**src/design/mmx_pkg.sv**
```systemverilog
package mmx_pkg;

	localparam int CHANNELS   = 5;
	localparam int FIFO_DEPTH = 1024;
	localparam int MIN_MIXING = 2;

	localparam int CHAN_W = 3;
	localparam int SMP_W  = 16;
	localparam int CFG_W  = 3;
	localparam int DATA_W = 24;
	localparam int PAD_W  = DATA_W - CHAN_W - SMP_W;

	localparam int PTR_W = $clog2(FIFO_DEPTH);
	localparam int CNT_W = $clog2(FIFO_DEPTH + 1);
	localparam int ACT_W = $clog2(CHANNELS + 1);
	localparam int IDX_W = $clog2(CHANNELS);

	typedef logic [CHANNELS-1:0][SMP_W-1:0] smp_arr_t;

	// one pending mix round between the fifo bank and the output stage
	typedef struct packed {
		logic                valid;
		logic [ACT_W-1:0]    act;
		logic [CHANNELS-1:0] byp;
		logic [SMP_W-1:0]    byp_data;
	} round_t;

endpackage

```
**src/design/mmx_mix_out.sv**
```systemverilog
module mmx_mix_out (
	input  logic                         clk,
	input  logic                         arst_n,
	input  mmx_pkg::round_t              rnd,
	input  mmx_pkg::smp_arr_t            rd_data,
	output logic                         take,
	output logic                         out_valid,
	input  logic                         out_ready,
	output logic [mmx_pkg::CHAN_W-1:0]   out_channel,
	output logic [mmx_pkg::SMP_W-1:0]    out_mixed,
	output logic                         out_last
);

	import mmx_pkg::*;

	logic                busy_q;
	logic [IDX_W-1:0]    idx_q;
	logic [ACT_W-1:0]    cnt_q;
	logic [SMP_W-1:0]    res_q [CHANNELS];

	logic [SMP_W-1:0]    popped [CHANNELS];
	logic [SMP_W-1:0]    sum;
	logic                last_beat;
	logic                load_ok;

	assign last_beat   = ACT_W'(idx_q) == cnt_q - ACT_W'(1);
	assign load_ok     = !busy_q || (out_ready && last_beat);
	assign take        = rnd.valid && load_ok;
	assign out_valid   = busy_q;
	assign out_channel = CHAN_W'(idx_q);
	assign out_mixed   = res_q[idx_q];
	assign out_last    = last_beat;

	// sum wraps to sample width, inactive channels count as zero
	always_comb begin
		sum = '0;
		for (int i = 0; i < CHANNELS; i++) begin
			popped[i] = rnd.byp[i] ? rnd.byp_data : rd_data[i];
			if (ACT_W'(i) < rnd.act) begin
				sum = sum + popped[i];
			end
		end
	end

	always_ff @(posedge clk or negedge arst_n) begin
		if (!arst_n) begin
			busy_q <= 1'b0;
			idx_q  <= '0;
			cnt_q  <= '0;
		end else if (take) begin
			busy_q <= 1'b1;
			idx_q  <= '0;
			cnt_q  <= rnd.act;
		end else if (busy_q && out_ready) begin
			if (last_beat) begin
				busy_q <= 1'b0;
			end else begin
				idx_q <= idx_q + IDX_W'(1);
			end
		end
	end

	always_ff @(posedge clk) begin
		if (take) begin
			for (int i = 0; i < CHANNELS; i++) begin
				res_q[i] <= sum - popped[i];
			end
		end
	end

endmodule

```
**config.mk**
```make
export PLATFORM = sky130hd
export DESIGN_NAME = mmx_mix_out
export DESIGN_NICKNAME = d
export VERILOG_FILES = /design/src/design/mmx_pkg.sv /design/src/design/mmx_mix_out.sv
export SDC_FILE = /design/constraint.sdc
export NUM_CORES = 1
export LEC_CHECK = 0
export BUFFER_PORTS_ARGS = -buffer_cell sky130_fd_sc_hd__buf_2
export CAP_MARGIN = 5
export CORE_MARGIN = 8
export CORE_UTILIZATION = 38
export CTS_CLUSTER_SIZE = 30
export DETAILED_ROUTE_END_ITERATION = 6
export SYNTH_ARGS = -nofsm -noshare
export SYNTH_HDL_FRONTEND = slang
export SYNTH_SLANG_ARGS = --single-unit
```
**constraint.sdc**
```tcl
create_clock -name clk -period 3.4 [get_ports clk]
set_clock_uncertainty 0.05 [all_clocks]
set_input_delay 0.51 -clock clk [delete_from_list [all_inputs] [get_ports clk]]
set_output_delay 0.51 -clock clk [all_outputs]
set_load 0.1 [all_outputs]
```
==> summary.txt, run 1 <==
Status
  • Status: finished with violations
  • Failing checks: setup timing

Layout
  • Final #Nets: 2,184
  • Finished Layout Cells: 2,322
  • Commonest non-fill, non-tap cell in the layout: buf_4
  • Most frequent cells in the layout: buf_4 (491), buf_2 (126), inv_1 (112), edfxtp_1 (80)
  • Layout area overhead: 74.4%
  • Layout cells sized above 1: 57.0%

Worst setup path
  • Slowest-stage cell, CP: nor4_1
  • Setup crit start kind: primary input
  • Worst endpoint required time: 3490 ps
  • WS Path Type: primary input to register
  • WP data arrival: 8310 ps
  • Crit end category: register
  • Worst reg2reg setup slack: 1070 ps
  • Crit-path max FO: 5
  • R2R Path End: res_q[1][13]
  • Start of the worst register-to-register path: out_channel[0]
  • CP peak stage delay: 660 ps
  • Reg2reg path depth: 8

Worst hold path
  • Hold_sp: rnd[24]
  • Type of the worst min-delay path: primary input to register
  • Hold depth: 2
  • Hold Path Sink: out_valid

Synth
  • Post-synth EDFFs: 80
  • Flops & latches, synth: 87
  • Top cell type by total area after synthesis: edfxtp_1
  • Synth warn: 0
  • Top FF cell, synth: edfxtp_1
  • Top-area cell type share of the netlist area: 21.3%
  • Count of cell types in the netlist: 76
  • Ranking of synthesized cells by area: edfxtp_1 (21%), ha_1 (16%), mux2i_1 (7.3%)
  • Asr flop ratio synth: 8.05%
  • Gate Count Post-Synth: 1,246
  • Syn_nets: 1,505
  • Netlist Area Pre-Place: 11,300 um^2
  • Seq/Total Area, Yosys: 22.9%
  • Syn avg cell area: 9.04 um^2

STA
  • RSZ-0062 raised after global routing: yes
  • Hold_ws: 344 ps
  • Setup_tns: -244,540 ps
  • Fmax: 122 MHz
  • Pins Over Slew Limit: 0
  • Period utilization: 242%
  • Final min period: 8220 ps
  • Final Hold Viols: 0
  • Final WS setup: -4820 ps
  • Relative slew margins: 50.6%
  • Worst slew pin tran: 735 ps
  • Final setup violation count: 79

Global route
  • Initial antenna violation count: 2
  • Grt total ovfl: 0
  • Largest net degree at the start of global routing: 85
  • Vias in the first global route: 12,700
  • GRT Total Usage: 23.7%
  • First-pass GRT wire length: 66.5 mm

Die
  • Ports: 130
  • Core Region: 29,400 um^2
  • # rows: 63
  • Die area: 35,400 um^2
  • Die X: 188 um
  • Die Y: 188 um
  • Initial core utilization: 38.3%

Flow run
  • Maxcap violations: 0

CTS
  • H-tree depth: 3
  • Clock root buffer: clkbuf_16
  • Max clock buf depth: 2
  • Clk slew on worst S/H paths: 70 ps
  • Clk Latency, worst-skew pair: 350 ps
  • CTS Sinks: 87
  • CTS tree: built
  • CTS Buf Count: 9

Place
  • HPWL Detailed: 34.4 mm
  • Cell count after placement: 2,213
  • GPL Wtd Cong: 0.926
  • Port bufs: 129

Drt
  • Routed vias/inst: 5.50
  • Vias post-DR: 12,800
  • Iteration-0 DRC Markers: 852
  • DRC viols: 0
  • Drt wl/cell: 20.8 um
  • Antenna-violating nets left: 0
  • First drt pass iteration count: 5
  • Total wire length: 48.2 mm
-- stage by stage --
step	setup slack [ps]	area [um^2]	util (%)
after CTS	-4410	18400	62.4
final	-4820	19600	66.8
after detailed placement	-5090	16000	54.6
after floorplan	-4560	11500	-
after global routing	-5170	19600	66.8
after global placement	-4880	16000	54.6
-- what timing repair did --
item                                    in CTS  in global routing
hold endpoints to repair                     7                  0
setup buffers                               68                 35
hold buffers                                 1                  0
pin swaps                                  122                103
resized for setup                          306                186
endpoints found under the setup margin      80                 80
-- registers in the layout, indices dropped and copies added (netlist names) --
| register | flops |
|---|---|
| cnt_q | 3 |
| out_channel | 3 |
| out_valid | 1 |
| res_q | 80 |
-- how the worst max path moves through the flow --
stage,from,to,slack [ps],cells after the start
6_report,rnd[22],res_q[4][14],-4820,40
5_1_grt,rnd[22],res_q[4][14],-5170,44
4_1_cts,rnd[23],res_q[3][14],-4410,40
3_5_place_dp,rnd[23],res_q[4][14],-5090,40
3_3_place_gp,rnd[23],res_q[4][14],-4880,40
2_1_floorplan,rnd[23],res_q[4][14],-4560,37
-- cells by family (layout without fill, tap and decap cells) --
kind of cell / Yosys count / after routing / synth area share [%]
flip-flops: 87 / 87 / 22.9
multiplexers: 140 / 140 / 14.8
buffers and inverters: 152 / 836 / 5.08
AND/OR/NAND/NOR: 285 / 285 / 12.3
XOR/XNOR: 107 / 107 / 8.62
other: 0 / 2 / 0
AO/OA/AOI/OAI: 324 / 324 / 18.9
adder cells (fa/ha/maj): 151 / 151 / 17.4
-- per-layer routing --
metal / part of all wire, % / vias up / global-route usage [%]
met2: 49 / 464 / 40.5
met4: 4.9 / 2 / 9.67
met1: 40 / 6205 / 30.4
met3: 6.0 / 137 / 1.87
met5: 0.027 / - / 0
li1: - / 5962 / -
-- worst max-delay path: cells and delay by family --
kind / cells / cell delay [ps]
simple gates: 9 / 1830
buf+inv: 5 / 480
compound gates: 17 / 3490
mux: 1 / 210
xor+xnor: 2 / 220
fa+ha+maj: 6 / 1560
-- synth_stat cells (4+ instances only) --
| master | count |
|---|---|
| a211oi_1 | 13 |
| and2_1 | 9 |
| dfrtp_1 | 7 |
| or3_1 | 13 |
| mux2i_1 | 82 |
| nor4_1 | 6 |
| xnor2_1 | 76 |
| o22ai_1 | 11 |
| nand3_1 | 17 |
| clkbuf_1 | 22 |
| mux4_2 | 16 |
| a31oi_1 | 6 |
| o21a_1 | 22 |
| o21bai_1 | 14 |
| xor2_1 | 29 |
| o211ai_1 | 8 |
| o41ai_1 | 4 |
| fa_1 | 9 |
| inv_1 | 124 |
| and3_1 | 8 |
| nor3_1 | 21 |
| o311ai_0 | 5 |
| nor2b_1 | 22 |
| a21oi_1 | 84 |
| mux2_2 | 40 |
| or2_2 | 4 |
| nor2_1 | 90 |
| o2111ai_1 | 4 |
| edfxtp_1 | 80 |
| a21o_1 | 25 |
| ha_1 | 142 |
| nand2_1 | 65 |
| buf_1 | 4 |
| o21ai_0 | 63 |
| a311o_1 | 4 |
| a211o_1 | 8 |
| nand2b_1 | 13 |
| o21ai_1 | 7 |
| a21boi_0 | 8 |
| a311oi_1 | 8 |
-- area by class of cell --
cell class	count	area (um^2)
multi-input combinational	1007	10600
clock inverter	5	81.3
sequential	87	2580
clock buffer	11	243
tap	390	488
antenna	2	5.00
timing repair buffer	695	5220
fill	2061	9750
inverter	125	473
Power of run 1 is left out: the tool's default activity adds up to more than one toggle a clock period on the data nets, which glitch-free logic cannot reach.
==> inputs of run 2 (changes only) <==
CORE_UTILIZATION = 45   (was 38)
PLACE_DENSITY = 0.67   (was unset)
==> run 2 against run 1 <==
The run still ends with setup timing left. Routed wire length grew 3.3%. Fmax shrank 1.8%. Core utilization grew 9.4 points. Count of clock-buffer cells in the layout shrank 2. Final cell count shrank 2.8%. Worst hold slack gained 21 ps. Non-clock buffer count shrank 3. Critical path type unchanged.
==> summary.txt, run 2 (synthesis results as in run 1) <==
CTS
  • CTS Sinks: 87 (unchanged)
  • Clk Latency, worst-skew pair: 340 ps (about the same)
  • Clk slew on worst S/H paths: 90 ps (+20 ps)
  • Clock root buffer: clkbuf_16
  • H-tree depth: 3 (unchanged)
  • Max clock buf depth: 2 (unchanged)
  • CTS Buf Count: 9 (unchanged)
  • CTS tree: built

Worst setup path
  • Reg2reg path depth: 9 (+1)
  • WS Path Type: primary input to register
  • Crit-path max FO: 4 (-1)
  • Slowest-stage cell, CP: a2111oi_4
  • Setup crit start kind: primary input
  • Start of the worst register-to-register path: cnt_q[0]
  • WP data arrival: 8400 ps (+90 ps)
  • Worst endpoint required time: 3430 ps (-60 ps)
  • R2R Path End: res_q[3][1]
  • Worst Setup SP: rnd[22]
  • Crit end category: register
  • CP peak stage delay: 530 ps (-130 ps)
  • Worst reg2reg setup slack: 1000 ps (-70 ps)

Flow run
  • Maxcap violations: 0 (unchanged)

Place
  • Post-Place Cell Area: 15,900 um^2 (-0.78%)
  • Port bufs: 129 (unchanged)
  • HPWL Detailed: 33.9 mm (-1.6%)
  • GPL Wtd Cong: 0.975 (+5.3%)

Layout
  • Most frequent cells in the layout: buf_4 (513), buf_2 (127), inv_1 (113), ha_1 (91), edfxtp_1 (80)
  • Layout cells sized above 1: 54.8% (-2.2 points)
  • Commonest non-fill, non-tap cell in the layout: buf_4
  • Final core utilization: 76.2% (+9.4 points)
  • Number of flip-flops in the largest register: 80 (unchanged)
  • Final #Nets: 2,181 (-0.14%)
  • Post-route cell area: 19,000 um^2 (-3.5%)
  • Largest Register: res_q
  • Layout area overhead: 68.3%
  • # diodes: 0 (-2)

Drt
  • Total wire length: 49.8 mm (+3.3%)
  • Vias post-DR: 13,300 (+4.1%)
  • First drt pass iteration count: 6 (+1)
  • Routed vias/inst: 5.89 (+7.1%)
  • Antenna-violating nets left: 0 (unchanged)
  • Iteration-0 DRC Markers: 1,179 (+38%)
  • Drt wl/cell: 22.1 um (+6.3%)
  • DRC viols: 0 (unchanged)

Worst hold path
  • Type of the worst min-delay path: primary input to register
  • Hold Path Sink: out_valid
  • Hold_sp: rnd[24]
  • Hold depth: 2 (unchanged)

STA
  • RSZ-0062 raised after global routing: yes
  • Final min period: 8370 ps (+153 ps)
  • Pins Over Slew Limit: 0 (unchanged)
  • Worst slew pin tran: 836 ps (+101 ps)
  • Fmax: 119 MHz (-1.8%)
  • Relative slew margins: 42.7% (-7.9 points)
  • Final Hold Viols: 0 (unchanged)
  • Final setup violation count: 77 (-2.5%)
  • Final WS setup: -4970 ps (-153 ps)
  • Period utilization: 246% (+4.5 points)

Global route
  • Grt total ovfl: 0 (unchanged)
  • Vias in the first global route: 12,400 (-1.8%)
  • Initial antenna violation count: 1 (-1)
  • Largest net degree at the start of global routing: 85 (unchanged)
  • GRT Total Usage: 27.3% (+3.7 points)
  • First-pass GRT wire length: 66.0 mm (-0.77%)

Status
  • Failing checks: setup timing
  • Status: finished with violations

Die
  • Die area: 30,400 um^2 (-14%)
  • Initial core utilization: 45.3% (+6.9 points)
  • Die Y: 174 um (-7.4%)
  • # rows: 58 (-7.9%)
  • Die X: 174 um (-7.4%)
  • Ports: 130 (unchanged)
  • Core Region: 24,900 um^2 (-15%)
==> run 2: worst max-delay path by stage <==
stage                    to  slack [ps]  cells past startpoint
3_3_place_gp   res_q[0][15]       -5020                     40
3_5_place_dp   res_q[4][15]       -5120                     42
5_1_grt        res_q[4][14]       -5240                     44
2_1_floorplan  res_q[4][14]       -4560                     37
6_report       res_q[4][14]       -4970                     44
4_1_cts        res_q[2][15]       -4470                     41
==> run 2: layout make-up <==
type / instances / area [um^2]
multi-input combinational: 1007 / 10100
timing repair buffer: 692 / 5090
sequential: 87 / 2580
clock inverter: 7 / 62.6
inverter: 125 / 475
tap: 330 / 413
clock buffer: 9 / 225
fill: 1476 / 5930
==> run 2: metrics by stage <==
stage               std cells  hold slack [ps]  setup TNS (ps)  setup slack [ps]
floorplan                1246              164         -412720             -4560
global placement         2148              297         -277160             -5020
finish                   2257              364         -250780             -4970
CTS                      2195              348         -236040             -4470
detailed placement       2148              302         -283470             -5120
global route             2257              361         -266860             -5240
==> run 2: metal layers <==
layer	part of all wire (%)	global-route usage [%]	vias to the layer above
met1	39	35.3	6327
met4	6.5	10.1	0
met2	46	46.2	768
met3	8.1	3.21	258
li1	-	-	5940
met5	0	0	-
==> run 2: critical path, delay by kind of cell <==
family | cells | cell delay (ps)
AOI/OAI and AO/OA | 18 | 3690
and+or+nand+nor | 12 | 1680
adders and majority gates | 6 | 1450
buffers and inverters | 6 | 730
xor gates and xnor gates | 2 | 310
==> run 2: timing repair <==
action / 4_1_cts / 5_1_grt
gates resized for setup: 218 / 202
endpoints found under the hold margin: 7 / 0
endpoints found under the setup margin: 79 / 80
setup buffers: 36 / 68
pin swaps: 102 / 128
hold buffers: 1 / 0
Power of run 2 is left out for the same reason.
==> inputs of run 3 (changes only) <==
BUFFER_PORTS_ARGS = unset   (was -buffer_cell sky130_fd_sc_hd__buf_2)
DONT_BUFFER_PORTS = 1   (was unset)
PLACE_DENSITY = unset   (was 0.67)
==> run 3 against run 2 <==
Register-to-register slack worse by 170 ps. Via count is 12% lower. Global-route usage is 1.5 points lower. Fmax is 4.6% higher. First-iteration DRC count is 35% lower. Die area stayed put. Non-clock buffer count is 163 lower. Setup slack better by 370 ps. Worst hold slack worse by 130 ps. Highest routed layer unchanged. Design area is 8.6% lower. Final cell count is 7.2% lower. The run still ends with setup timing left. Largest cell class unchanged.
==> summary.txt, run 3 (synthesis results as in run 1) <==
Layout
  • Commonest non-fill, non-tap cell in the layout: buf_4
  • # diodes: 0 (unchanged)
  • Fill count: 1,801 (+22%)
  • Final core utilization: 69.6% (-6.6 points)
  • Number of flip-flops in the largest register: 80 (unchanged)
  • Layout cells sized above 1: 46.3% (-8.5 points)
  • Layout area overhead: 53.8%
  • Largest Register: res_q
  • Final #Nets: 2,018 (-7.5%)
  • Most frequent cells in the layout: buf_4 (506), inv_1 (115), ha_1 (102), edfxtp_1 (80), nor2_1 (78)

STA
  • Final min period: 8000 ps (-370 ps)
  • Final Hold Viols: 0 (unchanged)
  • Period utilization: 235% (-11 points)
  • Final WS setup: -4600 ps (+370 ps)
  • Worst slew pin tran: 581 ps (-255 ps)
  • Pins Over Slew Limit: 0 (unchanged)
  • Relative slew margins: 60.2% (+17 points)
  • Final setup violation count: 77 (unchanged)
  • RSZ-0062 raised after global routing: yes
  • Fmax: 125 MHz (+4.6%)

Die
  • Initial core utilization: 45.3% (unchanged)
  • Die Y: 174 um (unchanged)
  • Core Region: 24,900 um^2 (unchanged)
  • Ports: 130 (unchanged)
  • # rows: 58 (unchanged)
  • Die area: 30,400 um^2 (unchanged)
  • Die X: 174 um (unchanged)

Flow run
  • Maxcap violations: 0 (unchanged)

Worst setup path
  • WP data arrival: 8040 ps (-360 ps)
  • Crit end category: register
  • Worst endpoint required time: 3440 ps (about the same)
  • Crit-path max FO: 32 (+28)
  • Buf/Inv on CP: 7 (+1)
  • Slowest-stage cell, CP: or3b_4
  • Setup crit start kind: primary input
  • WS Path Type: primary input to register
  • Family with the most delay on the worst path: compound AO/OA/AOI/OAI gates
  • CP peak stage delay: 390 ps (-140 ps)
  • CP most frequent cell: buf_4

Global route
  • Vias in the first global route: 11,800 (-5.3%)
  • Largest net degree at the start of global routing: 50 (-41%)
  • Grt total ovfl: 0 (unchanged)
  • GRT Total Usage: 25.8% (-1.5 points)
  • Initial antenna violation count: 0 (-1)
  • First-pass GRT wire length: 62.3 mm (-5.6%)

CTS
  • CTS tree: built
  • CTS Sinks: 87 (unchanged)
  • H-tree depth: 3 (unchanged)
  • Clock root buffer: clkbuf_16
  • Clk slew on worst S/H paths: 70 ps (-20 ps)
  • Max clock buf depth: 2 (unchanged)
  • CTS Buf Count: 9 (unchanged)
  • Clk Latency, worst-skew pair: 330 ps (about the same)

Worst hold path
  • Type of the worst min-delay path: primary input to register

Place
  • HPWL Detailed: 32.3 mm (-4.6%)
  • GPL Wtd Cong: 1.00 (+2.9%)
  • Port bufs: 0 (-100%)

Status
  • Status: finished with violations
  • Failing checks: setup timing

Drt
  • Antenna-violating nets left: 0 (unchanged)
  • Iteration-0 DRC Markers: 771 (-35%)
  • First drt pass iteration count: 5 (-1)
  • DRC viols: 0 (unchanged)
  • Vias post-DR: 11,700 (-12%)
  • Drt wl/cell: 19.9 um (-9.7%)
  • Routed vias/inst: 5.59 (-5.1%)
  • Total wire length: 41.7 mm (-16%)
## run 3: cell count changes in the layout (fill, tap and decap cells not counted), moves of 11 or more
| cell | delta |
|---|---|
| ha_4 | -14 |
| ha_1 | +11 |
| a21oi_1 | +11 |
| nor2_1 | +13 |
| buf_2 | -127 |
| buf_6 | -31 |
## run 3: path summary, 6_finish.rpt
path	slack [ps]	startpoint	depth (start not counted)	endpoint
min in group asynchronous	460	arst_n	1	cnt_q[2]
worst min-delay path	240	rnd[24]	1	out_valid
worst max-delay path	-4600	rnd[23]	42	res_q[3][14]
worst max register to register	830	cnt_q[0]	9	res_q[3][13]
max in group asynchronous	2580	arst_n	1	out_channel[0]
worst min register to register	480	cnt_q[2]	2	cnt_q[2]
## run 3: timing repair
action | in CTS | in global routing
pin swaps | 88 | 50
gates resized for setup | 187 | 61
setup endpoints to repair | 77 | 78
buffers inserted | 61 | 15
hold buffers | 1 | 0
hold endpoints to repair | 7 | 0
## run 3: metrics by stage
stage	area [um^2]	setup WS [ps]	hold slack, ps	setup TNS (ps)	instances
final	17300	-4600	236	-239080	2094
after detailed placement	15200	-5090	165	-274250	2002
after global placement	15200	-4960	165	-266820	2002
after floorplan	11500	-4560	164	-412720	1246
after CTS	16900	-4270	227	-226960	2079
after global routing	17300	-4870	233	-258640	2094
## run 3: routing by layer
layer,vias up,global-route usage [%],part of all wire [%]
li1,5624,-,-
met1,5538,33.5,43
met2,429,43.4,47
met3,118,2.28,5.4
met4,0,10.9,4.7
met5,-,0,0
## run 3: layout make-up
class | count | area (um^2) | share of cell area (%)
clock inverters | 6 | 85.1 | 0.491
repair buffers | 529 | 4100 | 23.6
clock buffers | 10 | 229 | 1.32
inverters | 125 | 477 | 2.75
well taps | 330 | 413 | 2.38
flip-flops and latches | 87 | 2580 | 14.9
multi-input cells | 1007 | 9450 | 54.5
## run 3: worst reg2reg max path: cells and delay by family (launching register included)
family | cells | cell delay (ps)
xor+xnor | 1 | 130
flops | 1 | 370
buf+inv | 4 | 930
fa+ha+maj | 1 | 300
simple gates | 2 | 360
compound gates | 1 | 90
Power of run 3 is left out for the same reason.
